## config.mk

```make
export PLATFORM = sky130hd
export DESIGN_NAME = midpoint_line_rasterizer_core_flat
export DESIGN_NICKNAME = d
export VERILOG_FILES = /design/src/rtl/mlr_pkg.sv /design/src/rtl/mlr_ifs.sv /design/src/rtl/midpoint_line_rasterizer_core.sv /design/src/rtl/mlr_setup.sv /design/src/rtl/mlr_dec_unit.sv /design/src/rtl/mlr_seq.sv /design/src/flat_wrapper.sv
export SDC_FILE = /design/constraint.sdc
export NUM_CORES = 1
export LEC_CHECK = 0
export BUFFER_PORTS_ARGS = -buffer_cell sky130_fd_sc_hd__buf_2
export CORE_ASPECT_RATIO = 1.25
export CORE_MARGIN = 2
export CORE_UTILIZATION = 53
export DETAILED_ROUTE_END_ITERATION = 8
export PLACE_DENSITY_LB_ADDON = 0.1
export SLEW_MARGIN = 0
export SYNTH_ARGS = -nofsm -noshare
export SYNTH_HDL_FRONTEND = slang
export SYNTH_SLANG_ARGS = --single-unit
export TNS_END_PERCENT = 20
```

## constraint.sdc

```tcl
create_clock -name i_clk -period 5.1 [get_ports i_clk]
set_clock_uncertainty 0.2 [all_clocks]
set_input_delay 0 -clock i_clk [delete_from_list [all_inputs] [get_ports i_clk]]
set_output_delay 0 -clock i_clk [all_outputs]
set_load 0.1 [all_outputs]
```

## src/rtl/mlr_pkg.sv

```systemverilog
// shared types and constants of the midpoint line rasterizer
// no dependencies; used by every other rtl file but the defines header
package mlr_pkg;

    localparam int COORD_W   = 6;
    localparam int GRID_SIZE = 64;
    localparam logic [COORD_W-1:0] COORD_MAX = COORD_W'(GRID_SIZE - 1);
    localparam int RGB_W     = 24;
    localparam int D_W       = 11;

    localparam int APB_DW    = 32;
    localparam int PADDR_W   = 3;
    localparam int REG_IDX_W = PADDR_W - 2;
    localparam logic [REG_IDX_W-1:0] REG_PIXEL_COLOR = REG_IDX_W'(0);

    typedef enum logic [0:0] {
        OP_MOVE = 1'b0,
        OP_LINE = 1'b1
    } t_op;

    typedef enum logic [1:0] {
        COND_NEVER,
        COND_GE0,
        COND_LT0,
        COND_GT0
    } t_cond;

    typedef enum logic [0:0] {
        S_IDLE,
        S_RUN
    } t_state;

    typedef struct packed {
        logic [COORD_W-1:0]    start_x;
        logic [COORD_W-1:0]    start_y;
        logic [COORD_W-1:0]    count;
        logic                  major_y;
        logic                  maj_dec;
        logic                  mnr_dec;
        t_cond                 cond;
        logic signed [D_W-1:0] d_init;
        logic signed [D_W-1:0] add_step;
        logic signed [D_W-1:0] add_keep;
    } t_job;

endpackage

```

## src/rtl/mlr_ifs.sv

```systemverilog
// valid/ready channel interfaces: line commands in, pixels out
// depends on mlr_pkg
interface mlr_cmd_if;
    import mlr_pkg::*;
    logic               valid;
    logic               ready;
    logic               operation;
    logic [COORD_W-1:0] end_x;
    logic [COORD_W-1:0] end_y;

    modport source (output valid, operation, end_x, end_y, input ready);
    modport sink   (input valid, operation, end_x, end_y, output ready);
endinterface

interface mlr_pix_if;
    import mlr_pkg::*;
    logic               valid;
    logic               ready;
    logic [COORD_W-1:0] pixel_x;
    logic [COORD_W-1:0] pixel_y;
    logic [RGB_W-1:0]   pixel_rgb;
    logic               last_pixel;

    modport source (output valid, pixel_x, pixel_y, pixel_rgb, last_pixel, input ready);
    modport sink   (input valid, pixel_x, pixel_y, pixel_rgb, last_pixel, output ready);
endinterface

```

## src/rtl/midpoint_line_rasterizer_core.sv

```systemverilog
// top level of the midpoint line rasterizer: pen state, color register, apb port
// depends on mlr_pkg, mlr_ifs, mlr_setup, mlr_seq
//
// usage:
//   i_cmd carries one command per transaction: operation 0 moves the pen to
//   (end_x, end_y), operation 1 draws a line from the pen to that endpoint and
//   then moves the pen there. coordinates above the grid edge are clamped.
//   o_pix returns one transaction per pixel with x, y, the configured color and
//   last_pixel set on the final pixel of the line. the endpoint that ends the
//   walk along the major axis is not drawn, so a line of span n gives n pixels.
//   the apb port holds pixel_color at byte address 0; write it only while idle.
// timing:
//   a move only updates the pen. a line registers its job from the setup logic
//   at acceptance, then the walk loads one pixel per cycle into the output
//   register from the decision unit loop while o_pix is not stalled.
//   i_cmd.ready is low from acceptance of a line until its last pixel has
//   entered the output register.
// reset and stalls:
//   i_rst_n (synchronous) clears the pen to (0,0), the color to 0 and the
//   output valid flag. a stalled o_pix holds the pixel and pauses the walk.
module midpoint_line_rasterizer_core (
    input  logic                         i_clk,
    input  logic                         i_rst_n,
    mlr_cmd_if.sink                      i_cmd,
    mlr_pix_if.source                    o_pix,
    input  logic                         psel,
    input  logic                         penable,
    input  logic                         pwrite,
    input  logic [mlr_pkg::PADDR_W-1:0]  paddr,
    input  logic [mlr_pkg::APB_DW-1:0]   pwdata,
    output logic [mlr_pkg::APB_DW-1:0]   prdata,
    output logic                         pready
);
    import mlr_pkg::*;

    logic [RGB_W-1:0]     r_color;
    logic [COORD_W-1:0]   r_pen_x, r_pen_y;
    logic [COORD_W-1:0]   end_x, end_y;
    logic [REG_IDX_W-1:0] reg_idx;
    logic                 cfg_wr;
    logic                 cmd_acc;
    logic                 start;
    logic                 idle;
    t_job                 job;

    assign pready  = 1'b1;
    assign reg_idx = paddr[PADDR_W-1:2];
    assign cfg_wr  = psel && penable && pwrite && pready;
    assign prdata  = (reg_idx == REG_PIXEL_COLOR) ? APB_DW'(r_color) : '0;

    assign end_x   = (i_cmd.end_x > COORD_MAX) ? COORD_MAX : i_cmd.end_x;
    assign end_y   = (i_cmd.end_y > COORD_MAX) ? COORD_MAX : i_cmd.end_y;
    assign i_cmd.ready = idle;
    assign cmd_acc = i_cmd.valid && i_cmd.ready;
    assign start   = cmd_acc && (i_cmd.operation == OP_LINE);

    always_ff @(posedge i_clk) begin
        if (!i_rst_n) begin
            r_color <= '0;
            r_pen_x <= '0;
            r_pen_y <= '0;
        end else begin
            if (cfg_wr && (reg_idx == REG_PIXEL_COLOR)) begin
                r_color <= pwdata[RGB_W-1:0];
            end
            if (cmd_acc) begin
                r_pen_x <= end_x;
                r_pen_y <= end_y;
            end
        end
    end

    mlr_setup u_setup (
        .i_pen_x (r_pen_x),
        .i_pen_y (r_pen_y),
        .i_end_x (end_x),
        .i_end_y (end_y),
        .o_job   (job)
    );

    mlr_seq u_seq (
        .i_clk   (i_clk),
        .i_rst_n (i_rst_n),
        .i_start (start),
        .i_job   (job),
        .i_rgb   (r_color),
        .o_idle  (idle),
        .o_pix   (o_pix)
    );

endmodule

```

## src/rtl/mlr_setup.sv

```systemverilog
// line setup: classifies the octant and derives start point, span and
// decision increments; depends on mlr_pkg
module mlr_setup (
    input  logic [mlr_pkg::COORD_W-1:0] i_pen_x,
    input  logic [mlr_pkg::COORD_W-1:0] i_pen_y,
    input  logic [mlr_pkg::COORD_W-1:0] i_end_x,
    input  logic [mlr_pkg::COORD_W-1:0] i_end_y,
    output mlr_pkg::t_job               o_job
);
    import mlr_pkg::*;

    logic signed [COORD_W:0] dx;
    logic signed [COORD_W:0] dy;
    logic [COORD_W-1:0]      adx;
    logic [COORD_W-1:0]      ady;
    logic                    dx_pos;
    logic                    dy_pos;
    logic                    same_sign;
    logic signed [D_W-1:0]   a;
    logic signed [D_W-1:0]   b;

    assign dx     = $signed({1'b0, i_end_x}) - $signed({1'b0, i_pen_x});
    assign dy     = $signed({1'b0, i_end_y}) - $signed({1'b0, i_pen_y});
    assign adx    = dx[COORD_W] ? COORD_W'(-dx) : COORD_W'(dx);
    assign ady    = dy[COORD_W] ? COORD_W'(-dy) : COORD_W'(dy);
    assign dx_pos = !dx[COORD_W] && (dx != '0);
    assign dy_pos = !dy[COORD_W] && (dy != '0);
    assign same_sign = (dx_pos == dy_pos);
    assign a      = $signed(D_W'(adx));
    assign b      = $signed(D_W'(ady));

    always_comb begin
        o_job = '0;
        if (dx == '0) begin
            // vertical, ascending y
            o_job.start_x = i_pen_x;
            o_job.start_y = (i_pen_y > i_end_y) ? i_end_y : i_pen_y;
            o_job.count   = ady;
            o_job.major_y = 1'b1;
            o_job.cond    = COND_NEVER;
        end else if (same_sign && (dy != '0) && (ady > adx)) begin
            // steep positive, ascending y
            o_job.start_x  = (i_pen_y > i_end_y) ? i_end_x : i_pen_x;
            o_job.start_y  = (i_pen_y > i_end_y) ? i_end_y : i_pen_y;
            o_job.count    = ady;
            o_job.major_y  = 1'b1;
            o_job.cond     = COND_GE0;
            o_job.d_init   = (a <<< 1) - b;
            o_job.add_step = (a <<< 1) - (b <<< 1);
            o_job.add_keep = a <<< 1;
        end else if ((dy == '0) || (same_sign && (ady <= adx))) begin
            // shallow positive, ascending x
            o_job.start_x  = (i_pen_x > i_end_x) ? i_end_x : i_pen_x;
            o_job.start_y  = (i_pen_x > i_end_x) ? i_end_y : i_pen_y;
            o_job.count    = adx;
            o_job.cond     = COND_LT0;
            o_job.d_init   = a - (b <<< 1);
            o_job.add_step = (a <<< 1) - (b <<< 1);
            o_job.add_keep = -(b <<< 1);
        end else if (ady <= adx) begin
            // shallow negative, ascending x, y steps down
            o_job.start_x  = (i_pen_x > i_end_x) ? i_end_x : i_pen_x;
            o_job.start_y  = (i_pen_x > i_end_x) ? i_end_y : i_pen_y;
            o_job.count    = adx;
            o_job.mnr_dec  = 1'b1;
            o_job.cond     = COND_GT0;
            o_job.d_init   = (b <<< 1) - a;
            o_job.add_step = (b <<< 1) - (a <<< 1);
            o_job.add_keep = b <<< 1;
        end else begin
            // steep negative, descending y
            o_job.start_x  = (i_pen_y < i_end_y) ? i_end_x : i_pen_x;
            o_job.start_y  = (i_pen_y < i_end_y) ? i_end_y : i_pen_y;
            o_job.count    = ady;
            o_job.major_y  = 1'b1;
            o_job.maj_dec  = 1'b1;
            o_job.cond     = COND_LT0;
            o_job.d_init   = b - (a <<< 1);
            o_job.add_step = (b <<< 1) - (a <<< 1);
            o_job.add_keep = -(a <<< 1);
        end
    end

endmodule

```

## src/rtl/mlr_dec_unit.sv

```systemverilog
// shared decision unit: sign and zero test on the decision value and one add
// depends on mlr_pkg
module mlr_dec_unit (
    input  logic signed [mlr_pkg::D_W-1:0] i_d,
    input  mlr_pkg::t_cond                 i_cond,
    input  logic signed [mlr_pkg::D_W-1:0] i_add_step,
    input  logic signed [mlr_pkg::D_W-1:0] i_add_keep,
    output logic                           o_step,
    output logic signed [mlr_pkg::D_W-1:0] o_d_next
);
    import mlr_pkg::*;

    logic neg;
    logic zero;

    assign neg  = i_d[D_W-1];
    assign zero = (i_d == '0);

    always_comb begin
        unique case (i_cond)
            COND_GE0: o_step = !neg;
            COND_LT0: o_step = neg;
            COND_GT0: o_step = !neg && !zero;
            default:  o_step = 1'b0;
        endcase
    end

    assign o_d_next = i_d + (o_step ? i_add_step : i_add_keep);

endmodule

```

## src/rtl/mlr_seq.sv

```systemverilog
// pixel sequencer: walks the major axis one pixel per cycle unless o_pix stalls,
// using the decision unit for the minor step; depends on mlr_pkg, mlr_ifs, mlr_dec_unit
module mlr_seq (
    input  logic                      i_clk,
    input  logic                      i_rst_n,
    input  logic                      i_start,
    input  mlr_pkg::t_job             i_job,
    input  logic [mlr_pkg::RGB_W-1:0] i_rgb,
    output logic                      o_idle,
    mlr_pix_if.source                 o_pix
);
    import mlr_pkg::*;

    t_state                r_state, n_state;
    logic                  r_ov, n_ov;
    logic [COORD_W-1:0]    r_x, r_y, r_cnt;
    logic                  r_major_y, r_maj_dec, r_mnr_dec;
    t_cond                 r_cond;
    logic signed [D_W-1:0] r_d, r_add_step, r_add_keep;
    logic [COORD_W-1:0]    r_px, r_py;
    logic                  r_last;

    logic                  adv;
    logic                  load;
    logic                  step;
    logic signed [D_W-1:0] d_next;
    logic [COORD_W-1:0]    maj_inc, mnr_inc;

    mlr_dec_unit u_dec (
        .i_d        (r_d),
        .i_cond     (r_cond),
        .i_add_step (r_add_step),
        .i_add_keep (r_add_keep),
        .o_step     (step),
        .o_d_next   (d_next)
    );

    // output slot is free when empty or being drained this cycle
    assign adv     = !r_ov || o_pix.ready;
    assign load    = (r_state == S_RUN) && adv;
    assign maj_inc = r_maj_dec ? '1 : COORD_W'(1);
    assign mnr_inc = step ? (r_mnr_dec ? '1 : COORD_W'(1)) : '0;

    always_comb begin
        n_state = r_state;
        n_ov    = r_ov && !o_pix.ready;
        unique case (r_state)
            S_IDLE: begin
                if (i_start && (i_job.count != '0)) begin
                    n_state = S_RUN;
                end
            end
            S_RUN: begin
                if (adv) begin
                    n_ov = 1'b1;
                    if (r_cnt == COORD_W'(1)) begin
                        n_state = S_IDLE;
                    end
                end
            end
            default: n_state = S_IDLE;
        endcase
    end

    always_ff @(posedge i_clk) begin
        if (!i_rst_n) begin
            r_state <= S_IDLE;
            r_ov    <= 1'b0;
        end else begin
            r_state <= n_state;
            r_ov    <= n_ov;
        end
    end

    always_ff @(posedge i_clk) begin
        if (r_state == S_IDLE && i_start) begin
            r_x        <= i_job.start_x;
            r_y        <= i_job.start_y;
            r_cnt      <= i_job.count;
            r_major_y  <= i_job.major_y;
            r_maj_dec  <= i_job.maj_dec;
            r_mnr_dec  <= i_job.mnr_dec;
            r_cond     <= i_job.cond;
            r_d        <= i_job.d_init;
            r_add_step <= i_job.add_step;
            r_add_keep <= i_job.add_keep;
        end else if (load) begin
            r_px   <= r_x;
            r_py   <= r_y;
            r_last <= (r_cnt == COORD_W'(1));
            r_cnt  <= r_cnt - COORD_W'(1);
            r_d    <= d_next;
            if (r_major_y) begin
                r_y <= r_y + maj_inc;
                r_x <= r_x + mnr_inc;
            end else begin
                r_x <= r_x + maj_inc;
                r_y <= r_y + mnr_inc;
            end
        end
    end

    assign o_idle           = (r_state == S_IDLE);
    assign o_pix.valid      = r_ov;
    assign o_pix.pixel_x    = r_px;
    assign o_pix.pixel_y    = r_py;
    assign o_pix.pixel_rgb  = i_rgb;
    assign o_pix.last_pixel = r_last;

endmodule

```

## src/flat_wrapper.sv

```systemverilog
// flat-port wrapper written by rule: the top's interface ports become plain ports
module midpoint_line_rasterizer_core_flat import mlr_pkg::*;
  (i_clk, i_rst_n, psel, penable, pwrite, paddr, pwdata, prdata, pready, i_cmd_valid, i_cmd_operation, i_cmd_end_x, i_cmd_end_y, i_cmd_ready, o_pix_valid, o_pix_pixel_x, o_pix_pixel_y, o_pix_pixel_rgb, o_pix_last_pixel, o_pix_ready);
  mlr_cmd_if i_cmd_i ();
  mlr_pix_if o_pix_i ();
  input  logic i_clk;
  input  logic i_rst_n;
  input  logic psel;
  input  logic penable;
  input  logic pwrite;
  input  logic [mlr_pkg::PADDR_W-1:0] paddr;
  input  logic [mlr_pkg::APB_DW-1:0] pwdata;
  output logic [mlr_pkg::APB_DW-1:0] prdata;
  output logic pready;
  input wire logic [$bits(i_cmd_i.valid)-1:0] i_cmd_valid;
  input wire logic [$bits(i_cmd_i.operation)-1:0] i_cmd_operation;
  input wire logic [$bits(i_cmd_i.end_x)-1:0] i_cmd_end_x;
  input wire logic [$bits(i_cmd_i.end_y)-1:0] i_cmd_end_y;
  output wire logic [$bits(i_cmd_i.ready)-1:0] i_cmd_ready;
  output wire logic [$bits(o_pix_i.valid)-1:0] o_pix_valid;
  output wire logic [$bits(o_pix_i.pixel_x)-1:0] o_pix_pixel_x;
  output wire logic [$bits(o_pix_i.pixel_y)-1:0] o_pix_pixel_y;
  output wire logic [$bits(o_pix_i.pixel_rgb)-1:0] o_pix_pixel_rgb;
  output wire logic [$bits(o_pix_i.last_pixel)-1:0] o_pix_last_pixel;
  input wire logic [$bits(o_pix_i.ready)-1:0] o_pix_ready;
  assign i_cmd_i.valid = i_cmd_valid;
  assign i_cmd_i.operation = i_cmd_operation;
  assign i_cmd_i.end_x = i_cmd_end_x;
  assign i_cmd_i.end_y = i_cmd_end_y;
  assign i_cmd_ready = i_cmd_i.ready;
  assign o_pix_valid = o_pix_i.valid;
  assign o_pix_pixel_x = o_pix_i.pixel_x;
  assign o_pix_pixel_y = o_pix_i.pixel_y;
  assign o_pix_pixel_rgb = o_pix_i.pixel_rgb;
  assign o_pix_last_pixel = o_pix_i.last_pixel;
  assign o_pix_i.ready = o_pix_ready;
  midpoint_line_rasterizer_core u_core (.i_clk(i_clk), .i_rst_n(i_rst_n), .i_cmd(i_cmd_i), .o_pix(o_pix_i), .psel(psel), .penable(penable), .pwrite(pwrite), .paddr(paddr), .pwdata(pwdata), .prdata(prdata), .pready(pready));
endmodule
```

# Yosys cells after proc, flatten, opt, wreduce, memory -nomap -nowiden

Index checks and enable logic that the tools add are counted.

Reductions and logical operators: 33
Bitwise operators: 3
Multiplexer cells: 43
Equal/unequal tests: 5
Magnitude comparators: 7
Add/sub/neg operators: 18

Operators with widths:

| kind                                                  | number |
|---|---|
| two-way mux 6 bit                                     | 21 |
| two-way mux 34 bit                                    | 3 |
| two-way mux 19 bit                                    | 2 |
| two-way mux 18 bit                                    | 2 |
| two-way mux 11 bit                                    | 3 |
| two-way mux 33 bit                                    | 1 |
| adder 6 bit                                           | 4 |
| two-way mux 24 bit                                    | 1 |
| negation 7 -> 11 bit                                  | 2 |
| greater-than comparator 6 bit                         | 3 |
| subtractor 6 x 7 -> 8 bit                             | 2 |
| subtractor 7 x 6 -> 8 bit                             | 2 |
| subtractor 7 x 7 -> 8 bit                             | 2 |
| logical AND 1 bit                                     | 15 |
| zero test 7 bit                                       | 2 |
| nonzero test 7 bit                                    | 2 |
| subtractor 6 x 6 -> 7 bit                             | 2 |
| greater-than comparator 6 bit (second input constant) | 2 |
| negation 6 bit                                        | 2 |
| adder 11 bit                                          | 1 |
| zero test 11 bit                                      | 1 |
| equality test 6 x 1 -> 1 bit (second input constant)  | 1 |
| less-or-equal comparator 6 bit                        | 1 |
| zero test 1 bit                                       | 6 |
| 17 further kinds                                      | 26 |

Flip-flop bits (word level): 107
Input bits: 55
Logic and storage cells: 129
Output and inout port bits: 72

# Depth between registers and ports, before layout

Gate-level depths: netlist (run 1).

Depth after elaboration: 15
Mapped depth: 23
Depth with buffers taken out: 22

# Hierarchy

A second synthesis (run 1) with hierarchy kept.

Cell total of the unflattened synthesis: 963
Area, all modules: 8943.6 um^2

Modules (own cells, without submodules):

| module                        | times used | cells each | area each (um^2) | seq. area each (um^2) |
|---|---|---|---|---|
| mlr_setup                     | 1          | 452        | 3268.1           | 0.0 |
| mlr_seq                       | 1          | 219        | 3221.8           | 2112.0 |
| midpoint_line_rasterizer_core | 1          | 209        | 1793.0           | 720.7 |
| mlr_dec_unit                  | 1          | 83         | 660.6            | 0.0 |

# Least setup slack after synthesis (run 1)

No wires, ideal clock.

Path kind: reg-to-reg
From: register u_core.r_pen_x[0]
To: register u_core.u_seq.r_d[10] (data pin)
Data required time: 4.631 ns
Clock period less this slack: 5.146 ns
Buffers on the path: 2
Arrival: 4.677 ns
Setup time: 0.269 ns
Path slack: -0.046 ns
Cell stages (with the launch flop): 20
Cell sequence: dfxtp_1 > ha_1 > inv_1 > fa_1 > a21o_1 > a21oi_2 > o21ai_1 > mux2i_1 > inv_1 > ha_1 > nand3_1 > o21ba_2 > mux2i_1 > and3b_1 > clkbuf_1 > or2_2 > buf_4 > o211a_1 > o311ai_2 > nand2_1

Longest elaborated chain between the ends: 10
Elaborated cells between the ends (all ways): 23
Classes of those cells: 6 x add/sub; 2 x order compare; 1 x eq/ne; 6 x mux; 8 x reduce/logical

Ends and longest elaborated chain:

| element                                                           | RTL line                            | text |
|---|---|---|
| from (decl)                                                       | midpoint_line_rasterizer_core.sv:37 | `logic [COORD_W-1:0] r_pen_x, r_pen_y;` |
| from (signal assigned)                                            | midpoint_line_rasterizer_core.sv:67 | `r_pen_x <= end_x;` |
| subtractor 6 x 6 -> 7 bit *                                       | mlr_setup.sv:22                     | `assign dx = $signed({1'b0, i_end_x}) - $signed({1'b0, i_pen_x});` |
| branches (longest 7 deep; another with subtractor 6 x 7 -> 8 bit) | --                                  |  |
| two-way mux 33 bit *                                              | mlr_setup.sv:34                     | `if (dx == '0) begin` |
| two-way mux 11 bit *                                              | mlr_seq.sv:76                       | `if (r_state == S_IDLE && i_start) begin` |
| to (signal assigned)                                              | mlr_seq.sv:84                       | `r_d <= i_job.d_init;` |
| to (signal assigned)                                              | mlr_seq.sv:92                       | `r_d <= d_next;` |
| to (decl)                                                         | mlr_seq.sv:19                       | `logic signed [D_W-1:0] r_d, r_add_step, r_add_keep;` |

Every way passes the cells marked *.
A chain may end at the register's enable or synchronous reset.

# Final worst setup path (run 1)

From: register u_core.r_pen_y[0]
To: register u_core.u_seq.r_d[10] (data pin)

Longest elaborated chain between the ends: 10
Elaborated cells between the ends (all ways): 23
Classes of those cells: 6 x add/sub; 2 x order compare; 1 x eq/ne; 6 x mux; 8 x reduce/logical

Ends and longest elaborated chain:

| element                                                           | RTL line                            | text |
|---|---|---|
| from (decl)                                                       | midpoint_line_rasterizer_core.sv:37 |  |
| from (signal assigned)                                            | midpoint_line_rasterizer_core.sv:68 | `r_pen_y <= end_y;` |
| subtractor 6 x 6 -> 7 bit *                                       | mlr_setup.sv:23                     | `assign dy = $signed({1'b0, i_end_y}) - $signed({1'b0, i_pen_y});` |
| branches (longest 6 deep; another with subtractor 6 x 7 -> 8 bit) | --                                  |  |
| two-way mux 34 bit *                                              | mlr_setup.sv:41                     | `end else if (same_sign && (dy != '0) && (ady > adx)) begin` |
| two-way mux 33 bit *                                              | mlr_setup.sv:34                     |  |
| two-way mux 11 bit *                                              | mlr_seq.sv:76                       |  |

Marked as above.

==> results of run 1 <==
-- worst max-delay path by stage --
stage | startpoint | depth (start not counted) | endpoint | slack (ps)
6_report | u_core.r_pen_y[0] | 20 | u_core.u_seq.r_d[10] | 170
3_5_place_dp | u_core.r_pen_y[0] | 19 | u_core.u_seq.r_d[7] | 180
3_3_place_gp | u_core.r_pen_y[0] | 18 | u_core.u_seq.r_x[1] | 230
5_1_grt | u_core.r_pen_y[0] | 21 | u_core.u_seq.r_d[2] | -80
4_1_cts | u_core.r_pen_y[0] | 19 | u_core.u_seq.r_d[7] | 140
2_1_floorplan | u_core.r_pen_x[0] | 21 | u_core.u_seq.r_d[10] | 100
-- cell families after synthesis --
family                     after synthesis
and+or+nand+nor                        287
AOI/OAI and AO/OA                      256
DFF                                    102
buffers and inverters                   99
adders and majority gates               79
xor gates and xnor gates                63
muxes                                   27
other                                    2
-- registers in the layout (all words and copies together) (netlist names) --
register,flops
u_core.u_seq.r_maj_dec,1
u_core.u_seq.o_pix.pixel_x,6
u_core.u_seq.r_add_keep,10
u_core.r_pen_y,6
u_core.u_seq.r_x,6
u_core.u_seq.o_pix.last_pixel,1
u_core.r_color,24
u_core.r_pen_x,6
u_core.u_seq.r_d,11
u_core.u_seq.o_pix.valid,1
u_core.u_seq.o_pix.pixel_y,6
u_core.u_seq.r_state,1
u_core.u_seq.r_y,6
u_core.u_seq.r_mnr_dec,1
u_core.u_seq.r_add_step,7
u_core.u_seq.r_cnt,6
u_core.u_seq.r_cond,2
u_core.u_seq.r_major_y,1
-- layout by cell type (no fill, tap or decap), types with 9 or more instances in the layout --
| cell type | synthesis | routed |
|---|---|---|
| o21bai_1 | 13 | 13 |
| dfxtp_1 | 38 | 38 |
| o21ai_0 | 36 | 34 |
| nand3_1 | 18 | 18 |
| nand2_1 | 119 | 119 |
| ha_1 | 68 | 68 |
| nor3_1 | 15 | 15 |
| a21oi_1 | 101 | 100 |
| edfxtp_1 | 64 | 64 |
| conb_1 | 2 | 9 |
| fa_1 | 11 | 11 |
| a21o_1 | 23 | 23 |
| dlygate4sd3_1 | 0 | 42 |
| a31oi_1 | 10 | 10 |
| xnor2_1 | 43 | 42 |
| inv_1 | 55 | 55 |
| a211oi_1 | 11 | 11 |
| clkbuf_16 | 0 | 9 |
| nor2b_1 | 30 | 30 |
| buf_4 | 10 | 50 |
| mux2i_1 | 21 | 18 |
| nor2_1 | 56 | 56 |
| buf_2 | 3 | 107 |
| xor2_1 | 18 | 18 |
-- final cells by class --
| cell class | count | area, µm² |
|---|---|---|
| Tap cell | 182 | 228 |
| Clock inverter | 7 | 86.3 |
| Inverter | 58 | 218 |
| Clock buffer | 9 | 225 |
| Fill cell | 1307 | 5070 |
| Timing Repair Buffer | 200 | 1340 |
| Sequential cell | 102 | 2680 |
| Multi-Input combinational cell | 721 | 5030 |
-- timing repair --
item | CTS | global route
endpoints found under the setup margin | 0 | 33
resized for setup | 0 | 11
endpoints found under the hold margin | 49 | 0
buffers inserted | 0 | 6
hold buffers | 42 | 0
-- per-stage QoR --
| stage | area (µm²) | power, W |
|---|---|---|
| final | 9820 | 0.00543 |
| after global routing | 9820 | 0.00580 |
| after CTS | 9720 | 0.00533 |
| after detailed placement | 8990 | 0.00457 |
| after global placement | 8990 | 0.00455 |
| after floorplan | 8080 | 0.00372 |
-- report_power, final --
group	internal (W)	total, W	switching [W]
clock	0.000352	0.000718	0.000366
combinational	0.00143	0.00345	0.00203
sequential	0.00117	0.00126	0.0000865
-- worst register-to-register path: cells and delay by family (launching register included) --
kind | cells | cell delay, ps
AO/OA/AOI/OAI | 8 | 1470
adder cells (fa/ha/maj) | 3 | 1080
buffers and inverters | 4 | 470
flip-flops | 1 | 370
multiplexers | 2 | 440
AND/OR/NAND/NOR | 3 | 650
-- layer usage --
layer / vias to the layer above / global-route usage
met3: 56 / 0.0308
met1: 3416 / 0.349
met2: 259 / 0.465
met5: - / 0
met4: 0 / 0.108
li1: 3590 / -
==> summary.md, run 1 <==
| Metric | Value |
|---|---|
| Status | finished, final reports clean |
| Grt ovf | 0 |
| Final ANT Viol Nets | 0 |
| Yosys cell types | 77 |
| Die height | 142 µm |
| Top layer in use | met4 |
| Largest net degree at the start of global routing | 51 |
| Crit-path cells | ha_1, inv_1, fa_1, a21o_1, a21oi_2, buf_4, o21a_1, mux2i_2, inv_1, fa_1, nand2_1, a21o_1, o21ai_0, mux2i_1, buf_4, a31oi_4, or3_1, o211a_1, o311ai_4, nand2_1 |
| Main flop type after synthesis | edfxtp_1 |
| First-pass GRT wire length | 34.6 mm |
| CTS tree | done |
| HPWL after DPL | 16.3 mm |
| N_diodes | 0 |
| RSZ-0062 raised after global routing | true |
| Crit path launch type | flip-flop |
| # H-tree levels | 3 |
| Reg2Reg Depth | 20 |
| Clock sink total | about 100 |
| Metal2 WL | 10.7 mm |
| Clock Tree Buf Depth | 2 |
| Layout area overhead | 22.0% |
| CP max FO | 7 |
| Critical Path RT | 5000 ps |
| Total global-route track usage | 0.271 |
| Top-area cell type share of the netlist area | 0.239 |
| CTS buffer count | 9 |
| Critical Path Sink Type | flip-flop |
| Clock Latency Late Sink | 360 ps |
| Final Hold Viols | 0 |
| Via density | 5.72 |
| Setup violators final | 0 |
| Clock root buffer | clkbuf_16 |
| Fmax achieved | roughly 200 MHz |
| Post-Synth Simple-Gate Area | 0.170 |
| Non-filler cells, final | about 1300 |
| Via count | 7321 |
| Warnings, synthesis | 0 |
| Mapped cell area | 8040 µm² |
| Die area | 16200 µm² |
| DRC | 0 |
| Sink of the worst hold path | u_core.r_pen_x[5] |
| Clock transition at path regs | 90 ps |
| Routed len/inst | around 17 µm |
| Yosys reg bits | 102 |
| Compound-Gate Fraction of Synth Area | 0.207 |
| TNS Setup | 0 ps |
| Synth top cells by count | 119 x nand2_1, 101 x a21oi_1, 68 x ha_1 |
| Final period utilization | 0.966 |
| Relative slew slack | 0.190 |
| Worst path top cell family by delay | compound AO/OA/AOI/OAI gates |
| Core Util, Final | 0.659 |
| Largest family of logic cells by synthesized area | compound AO/OA/AOI/OAI gates |
| Final WL | 22.1 mm |
| Nets | ~1200 |
| Synth top area cells | edfxtp_1 24%, ha_1 11%, dfxtp_1 9.5%, a21oi_1 6.3%, nand2_1 5.6% |
| Vias in the first global route | 6912 |
| Syn Area/Cell | between 8 and 9 µm² |
| Setup ws final | 172 ps |
| Drt initial violations | between 500 and 600 |
| CP Class | reg2reg |
| Post-synth EDFFs | 64 |
| Pwr Density | between 500 and 600 nW/µm² |
| Die Wd | ~110 µm |
| Synth Area in XOR/XNOR | 0.0705 |
| Placed Cells | 1215 |
| RePlAce Congestion | roughly 0.94 |
| Final min period | 4930 ps |
| Min-delay worst type | in2reg |
| Worst slew pin tran | 1210 ps |
| # IOs | 127 |
| Post-synthesis mux area share | 0.0345 |
| Max-cap violations | 0 |
| M1 WL | 9.49 mm |
| Fraction of the mapped netlist area in adder cells | 0.133 |
| Cells after Synth | 915 |
| Worst Hold Launch | i_cmd_valid |
| RR Startpoint | u_core.r_pen_y[0] |
| R2r endpoint | u_core.u_seq.r_d[10] |
| CP peak stage delay | 480 ps |
| Post-synthesis sequential area ratio | 0.333 |
| IO Port Bufs | 107 |
| Post-place setup slack | 182 ps |
| Antenna violations before repair | 0 |
| Std-Cell Rows | 50 |
| Pre-antenna DRT Iters | 7 |
| Initial core utilization | 0.540 |
| Hold_ws | 19.1 ps |
| Hold path cells | 4 |
| Buf/Inv on CP | 4 |
| R2R Setup Slk | 170 ps |
| Ratio of cells with drive above 1 in the final layout | 0.193 |
| Pleak | 4.30 nW |
| Worst EP arrival | 4830 ps |
| Core area | 14900 µm² |
| Most common cell in the netlist | nand2_1 |
| Slowest stage cell, crit path | fa_1 |
| Highest ir drop seen on vdd | a little over 0.2 mV |
| Max Slew Vio Count | 0 |
| Met3 wire len | 1.15 mm |
| Async S/R FF share, synth | 0 |
| Largest area contributor in the netlist | edfxtp_1 |
Power figures use the tool's default switching activity.
==> run 2: changes to the inputs <==
--- a/config.mk
+++ b/config.mk
@@ -11,6 +11,7 @@
 export CORE_UTILIZATION = 53
 export DETAILED_ROUTE_END_ITERATION = 8
 export PLACE_DENSITY_LB_ADDON = 0.1
+export SETUP_SLACK_MARGIN = 0.2
 export SLEW_MARGIN = 0
 export SYNTH_ARGS = -nofsm -noshare
 export SYNTH_HDL_FRONTEND = slang
==> run 2 against run 1 <==
Effect of this change:
- via count rose by 2.0%
- first-iteration DRC count rose by 0.58%
- routed wire length rose by 1.6%
- combinational power rose by 3%
- cell count rose by 0.31%
- count of clock-buffer cells in the layout did not move
- core utilization rose by 2.0 points
- fmax rose by 2.5%
==> summary.md, run 2 (synthesized netlist as in run 1, its figures left out) <==
| Metric | Value |
|---|---|
| Status | finished, final reports clean (unchanged) |
| CP max FO | 14 (was 7) |
| Clock sink total | 102 (unchanged) |
| Setup violators final | 0 (unchanged) |
| Hold_ws | 16.2 ps (was 19.1 ps) |
| # H-tree levels | 3 (unchanged) |
| Std-Cell Rows | 50 (unchanged) |
| First-pass GRT wire length | 35.5 mm (was 34.6 mm) |
| Power Total | 0.00552 W (was 0.00543 W) |
| Final min period | 4810 ps (was 4930 ps) |
| Most used cells in the layout excluding fill and tap cells | 116 x nand2_1, 107 x buf_2, 99 x a21oi_1, 65 x ha_1, 64 x edfxtp_1 (was 119 x nand2_1, 107 x buf_2, 100 x a21oi_1, 68 x ha_1, 64 x edfxtp_1) |
| Total global-route track usage | 0.279 (was 0.271) |
| Final Hold Viols | 0 (unchanged) |
| Pleak | 4.35 nW (was 4.30 nW) |
| Antenna violations before repair | 0 (unchanged) |
| Final WL | 22.4 mm (was 22.1 mm) |
| Highest ir drop seen on vdd | 0.238 mV (was 0.203 mV) |
| Slowest stage cell, crit path | fa_2 (was fa_1) |
| Top reg by flops | u_core.r_color (unchanged) |
| CTS tree | done (unchanged) |
| Max reg flops | 24 (unchanged) |
| Leading cell type in the layout, fill and taps excluded | nand2_1 (unchanged) |
| Vias in the first global route | 7103 (was 6912) |
| N_diodes | 0 (unchanged) |
| Grt ovf | 0 (unchanged) |
| Worst EP arrival | 4730 ps (was 4830 ps) |
| CP Class | in2reg (was reg2reg) |
| Crit path launch type | primary input (was flip-flop) |
| Ratio of cells with drive above 1 in the final layout | 0.212 (was 0.193) |
| Worst slew pin tran | 1260 ps (was 1210 ps) |
| Crit-path cells | dlygate4sd3_1, buf_2, inv_1, ha_1, inv_1, fa_2, inv_1, ha_1, inv_1, o211ai_1, xor2_2, ha_1, and3_4, nand2_1, a21o_1, or4_4, a31oi_4, o211ai_1, bufbuf_16, nand2_4, a221oi_1, a221o_1 (was ha_1, inv_1, fa_1, a21o_1, a21oi_2, buf_4, o21a_1, mux2i_2, inv_1, fa_1, nand2_1, a21o_1, o21ai_0, mux2i_1, buf_4, a31oi_4, or3_1, o211a_1, o311ai_4, nand2_1) |
| HPWL after DPL | 16.1 mm (was 16.3 mm) |
| Drt initial violations | 518 (was 515) |
| Clock Tree Buf Depth | 2 (unchanged) |
| Die Wd | 114 µm (unchanged) |
| Clock Latency Late Sink | 370 ps (was 360 ps) |
| Relative slew slack | 0.162 (was 0.190) |
| Clock transition at path regs | 80 ps (was 90 ps) |
| Routed len/inst | 17.5 µm (was 17.3 µm) |
| RSZ-0062 raised after global routing | true (unchanged) |
| Die area | 16200 µm² (unchanged) |
| Fmax achieved | 208 MHz (was 203 MHz) |
| Max-cap violations | 0 (unchanged) |
| Most frequent CP cell | inv_1 |
| TNS Setup | 0 ps (unchanged) |
| Nets | 1230 (was 1226) |
| Largest net degree at the start of global routing | 51 (unchanged) |
| Non-filler cells, final | 1283 (was 1279) |
| Via count | 7471 (was 7321) |
| Buf/Inv on CP | 7 (was 4) |
| # IOs | 127 (unchanged) |
| Critical Path Sink Type | flip-flop (unchanged) |
| Min-delay worst type | in2reg (unchanged) |
| Initial core utilization | 0.540 (unchanged) |
| Critical Path RT | 5020 ps (was 5000 ps) |
| Core area | 14900 µm² (unchanged) |
| Final period utilization | 0.942 (was 0.966) |
| Via density | 5.82 (was 5.72) |
| Core Util, Final | 0.679 (was 0.659) |
| Max Slew Vio Count | 0 (unchanged) |
| IO Port Bufs | 107 (unchanged) |
| Pre-antenna DRT Iters | 5 (was 7) |
| Layout area overhead | 25.7% (was 22.0%) |
| Top Registers | u_core.r_color: 24 flops, u_core.u_seq.r_d: 11 flops, u_core.u_seq.r_add_keep: 10 flops (unchanged) |
| Placed Cells | 1208 (was 1215) |
| Pwr Density | 546 nW/µm² (was 553 nW/µm²) |
| CTS buffer count | 9 (unchanged) |
| Worst path top cell family by delay | adder cells (was compound AO/OA/AOI/OAI gates) |
| Final ANT Viol Nets | 0 (unchanged) |
| DRC | 0 (unchanged) |
| Clock root buffer | clkbuf_16 (unchanged) |
| CP peak stage delay | 560 ps (was 480 ps) |
| RePlAce Congestion | 0.945 (was 0.942) |
| Die height | 142 µm (unchanged) |
[run 2: changes by cell type in the layout (fill, tap and decap cells not counted), sizes merged]
cell,before,now
buf,158,149
bufbuf,0,1
clkinv,4,2
clkinvlp,0,2
dlygate4sd3,42,54
[run 2: where the power goes]
group	internal, W	total, W	switching, W	leakage, nW
clock	0.000347	0.000704	0.000357	0.143
sequential	0.00117	0.00126	0.0000896	0.913
combinational	0.00151	0.00355	0.00205	3.29
[run 2: path summary, 6_finish.rpt]
check	from	endpoint	slack, ps	cells past startpoint
setup reg to reg	u_core.r_pen_y[0]	u_core.u_seq.r_d[2]	310	19
setup / recovery	i_cmd_end_x[0]	u_core.u_seq.r_d[2]	290	22
hold / removal	i_cmd_operation	u_core.u_seq.r_x[2]	20	4
hold reg to reg	u_core.r_color[5]	u_core.r_color[5]	260	2
[run 2: worst register-to-register path, cell delays in order (launching register included)]
cell	delay [ps]
dfxtp_1	360
ha_1	170
inv_1	60
fa_2	350
a21o_4	240
a21oi_4	210
o21ai_4	130
a31oi_2	200
xnor2_1	140
ha_1	320
and3_4	190
nand2_1	80
a21o_1	200
or4_4	440
a31oi_4	310
o211ai_1	160
bufbuf_16	330
nand2_4	90
a221oi_1	70
a221o_1	300
[run 2: layer usage]
| layer | global-route usage | share of wire |
|---|---|---|
| met4 | 0.127 | 0.039 |
| met1 | 0.342 | 0.41 |
| met3 | 0.0474 | 0.068 |
| met2 | 0.477 | 0.48 |
| met5 | 0 | 0 |
[run 2: area by class of cell]
type,instances,area [µm²]
inverters,58,221
repair buffers,204,1440
multi-input cells,721,5230
clock buffers,9,225
well taps,182,228
clock inverters,7,72.6
flip-flops and latches,102,2680
fillers,1185,4780
[run 2: timing repair]
action,CTS,global route
resized for setup,5,43
endpoints found under the hold margin,49,0
buffers inserted,0,5
pin swaps,0,11
setup endpoints to repair,11,38
hold buffers,54,0
[run 2: per-stage QoR]
step,area (µm²),setup WS (ps)
after floorplan,8110,207
after global placement,8980,246
after detailed placement,8980,130
after CTS,9860,208
after global routing,10100,129
final,10100,294
==> run 3: changes to the inputs <==
--- a/config.mk
+++ b/config.mk
@@ -6,11 +6,14 @@
 export NUM_CORES = 1
 export LEC_CHECK = 0
 export BUFFER_PORTS_ARGS = -buffer_cell sky130_fd_sc_hd__buf_2
+export CAP_MARGIN = 20
 export CORE_ASPECT_RATIO = 1.25
 export CORE_MARGIN = 2
 export CORE_UTILIZATION = 53
 export DETAILED_ROUTE_END_ITERATION = 8
+export MAX_ROUTING_LAYER = met4
 export PLACE_DENSITY_LB_ADDON = 0.1
+export REMOVE_ABC_BUFFERS = 1
 export SETUP_SLACK_MARGIN = 0.2
 export SLEW_MARGIN = 0
 export SYNTH_ARGS = -nofsm -noshare
==> run 3 against run 2 <==
Effect of this change:
- global-route usage grew 1.5 points
- critical path depth shrank 3
- worst hold slack gained 27 ps
- combinational power grew 4%
- count of clock-buffer cells in the layout is the same
- design area grew 4.9%
- clock power grew 2%
- non-clock buffer count grew 54
- register-to-register slack lost 30 ps
- first-iteration DRC count grew 7.3%
- routed wire length grew 5.9%
- core utilization grew 3.4 points
- critical endpoint is now u_core.u_seq.r_d[8]
==> summary.md, run 3 (synthesized netlist as in run 1, its figures left out) <==
| Metric | Value |
|---|---|
| # fillers | 1160 (was 1185) |
| Worst EP arrival | 4730 ps (about the same) |
| Post-place setup slack | 21.1 ps (was 130 ps) |
| CTS tree | done (unchanged) |
| Drt initial violations | 556 (was 518) |
| RR Startpoint | u_core.r_pen_x[2] (was u_core.r_pen_y[0]) |
| Clock Tree Buf Depth | 2 (unchanged) |
| Critical Path Sink Type | flip-flop (unchanged) |
| Vias in the first global route | 7380 (was 7103) |
| Pre-antenna DRT Iters | 5 (unchanged) |
| N_diodes | 0 (unchanged) |
| CTS buffer count | 9 (unchanged) |
| Setup ws final | 279 ps (was 294 ps) |
| Top reg by flops | u_core.r_color (unchanged) |
| Leading cell type in the layout, fill and taps excluded | nand2_1 (unchanged) |
| Fmax achieved | 207 MHz (was 208 MHz) |
| Min-delay worst type | in2reg (unchanged) |
| Most used cells in the layout excluding fill and tap cells | 116 x nand2_1, 105 x buf_2, 99 x a21oi_1, 73 x buf_4, 72 x dlygate4sd3_1 (was 116 x nand2_1, 107 x buf_2, 99 x a21oi_1, 65 x ha_1, 64 x edfxtp_1) |
| Max reg flops | 24 (unchanged) |
| Part of the power in registers | 0.223 (was 0.229) |
| Clk pwr share | 0.127 (about the same) |
| Hold_ws | 42.8 ps (was 16.2 ps) |
| Pleak | 4.71 nW (was 4.35 nW) |
| Total global-route track usage | 0.293 (was 0.279) |
| Worst Hold Launch | i_cmd_operation (unchanged) |
| HPWL after DPL | 16.5 mm (was 16.1 mm) |
| Top Registers | u_core.r_color: 24 flops, u_core.u_seq.r_d: 11 flops, u_core.u_seq.r_add_keep: 10 flops (unchanged) |
| Status | finished, final reports clean (unchanged) |
| # IOs | 127 (unchanged) |
| Core area | 14900 µm² (unchanged) |
| R2R Setup Slk | 280 ps (was 310 ps) |
| Switch Pwr | 0.00252 W (was 0.00249 W) |
| Highest ir drop seen on vdd | 0.256 mV (was 0.238 mV) |
| Final WL | 23.7 mm (was 22.4 mm) |
| Logic gate share of total power | 0.650 (was 0.644) |
| DRC | 0 (unchanged) |
| RSZ-0062 raised after global routing | true (unchanged) |
| TNS Setup | 0 ps (unchanged) |
| Clock Latency Late Sink | 360 ps (was 370 ps) |
| Ratio of cells with drive above 1 in the final layout | 0.239 (was 0.212) |
| Internal power | 0.00315 W (was 0.00303 W) |
| Std-Cell Rows | 50 (unchanged) |
| Sink of the worst hold path | u_core.u_seq.r_x[2] (unchanged) |
| First-pass GRT wire length | 36.6 mm (was 35.5 mm) |
| Hold path cells | 4 (unchanged) |
| Final period utilization | 0.945 (was 0.942) |
| CP Class | reg2reg (was in2reg) |
| Die area | 16200 µm² (unchanged) |
| Antenna violations before repair | 0 (unchanged) |
| Die Wd | 114 µm (unchanged) |
| Max-cap violations | 0 (unchanged) |
| R2r endpoint | u_core.u_seq.r_d[8] (was u_core.u_seq.r_d[2]) |
| Max Slew Vio Count | 0 (unchanged) |
| Clock transition at path regs | 90 ps (was 80 ps) |
| Die height | 142 µm (unchanged) |
| Relative slew slack | 0.283 (was 0.162) |
| Nets | 1284 (was 1230) |
| CP max FO | 7 (was 14) |
| Via density | 5.72 (was 5.82) |
| Final Hold Viols | 0 (unchanged) |
| Via count | 7643 (was 7471) |
| Switching part of the total | 0.445 (was 0.452) |
| Crit path launch type | flip-flop (was primary input) |
| Setup violators final | 0 (unchanged) |
| Grt ovf | 0 (unchanged) |
| Final min period | 4820 ps (was 4810 ps) |
| Layout area overhead | 31.9% (was 25.7%) |
| Final ANT Viol Nets | 0 (unchanged) |
| Critical Path RT | 5010 ps (was 5020 ps) |
| IO Port Bufs | 107 (unchanged) |
| Initial core utilization | 0.540 (unchanged) |
| Worst slew pin tran | 1060 ps (was 1260 ps) |
| RePlAce Congestion | 0.933 (was 0.945) |
| Clock root buffer | clkbuf_16 (unchanged) |
| Reg2Reg Depth | 19 (unchanged) |
| # H-tree levels | 3 (unchanged) |
| Clock sink total | 102 (unchanged) |
| Largest net degree at the start of global routing | 39 (was 51) |
| Routed len/inst | 17.7 µm (was 17.5 µm) |
| Pwr Density | 534 nW/µm² (was 546 nW/µm²) |
-- run 3: per-layer routing --
layer,wire (µm),track usage
met1,9970,0.364
met2,12000,0.506
met3,1160,0.0286
met4,637,0.0899
met5,0,-
-- run 3: repair_timing --
action / 4_1_cts / 5_1_grt
hold buffers: 74 / 0
setup endpoints to repair: 35 / 39
pin swaps: 5 / 23
setup buffers: 4 / 17
hold endpoints to repair: 48 / 0
gates resized for setup: 5 / 60
-- run 3: area by class of cell --
class	count	area [µm²]	share of cell area
clock buffer	9	225	0.0212
clock inverter	7	83.8	0.00790
inverter	58	218	0.0205
multi-input combinational	721	5260	0.496
sequential	102	2690	0.253
tap	182	228	0.0215
timing repair buffer	258	1900	0.179
-- run 3: worst max path at each step --
stage / startpoint / to / cells after the start
after floorplan: u_core.r_pen_y[0] / u_core.u_seq.r_y[5] / 18
after global placement: u_core.r_pen_y[2] / u_core.u_seq.r_d[9] / 19
after detailed placement: u_core.r_pen_y[0] / u_core.u_seq.r_y[5] / 20
after CTS: u_core.r_pen_x[0] / u_core.u_seq.r_d[7] / 20
after global routing: u_core.r_pen_x[0] / u_core.u_seq.r_x[1] / 20
final: u_core.r_pen_x[2] / u_core.u_seq.r_d[8] / 19
-- run 3: critical path, cell delays in order (launching register included) --
cell,delay [ps]
dfxtp_1,390
inv_1,60
ha_2,320
and3b_1,230
or3_4,410
a21oi_4,180
nor2_2,70
xor2_2,170
ha_1,320
and3_4,200
nand2_2,50
a21o_1,200
or4_4,540
a31oi_4,320
o21ai_4,120
buf_12,160
o32a_1,300
o311ai_2,90
buf_4,190
nand2_1,50
-- run 3: per-stage QoR --
step                total power [W]  utilization  instance area [µm²]  std cells
floorplan                   0.00367            -                 7880        881
global placement            0.00459        0.610                 9080       1225
detailed placement          0.00464        0.610                 9080       1225
CTS                         0.00543        0.684                10200       1319
global route                0.00605        0.712                10600       1337
finish                      0.00567        0.712                10600       1337
-- run 3: power groups by stage --
stage	logic (W)	clock network (W)	registers, W
6_report	0.00368	0.000719	0.00127
3_3_place_gp	0.00331	0	0.00128
3_5_place_dp	0.00335	0	0.00128
4_1_cts	0.00344	0.000728	0.00127
2_1_floorplan	0.00231	0	0.00136
5_1_grt	0.00401	0.000757	0.00128
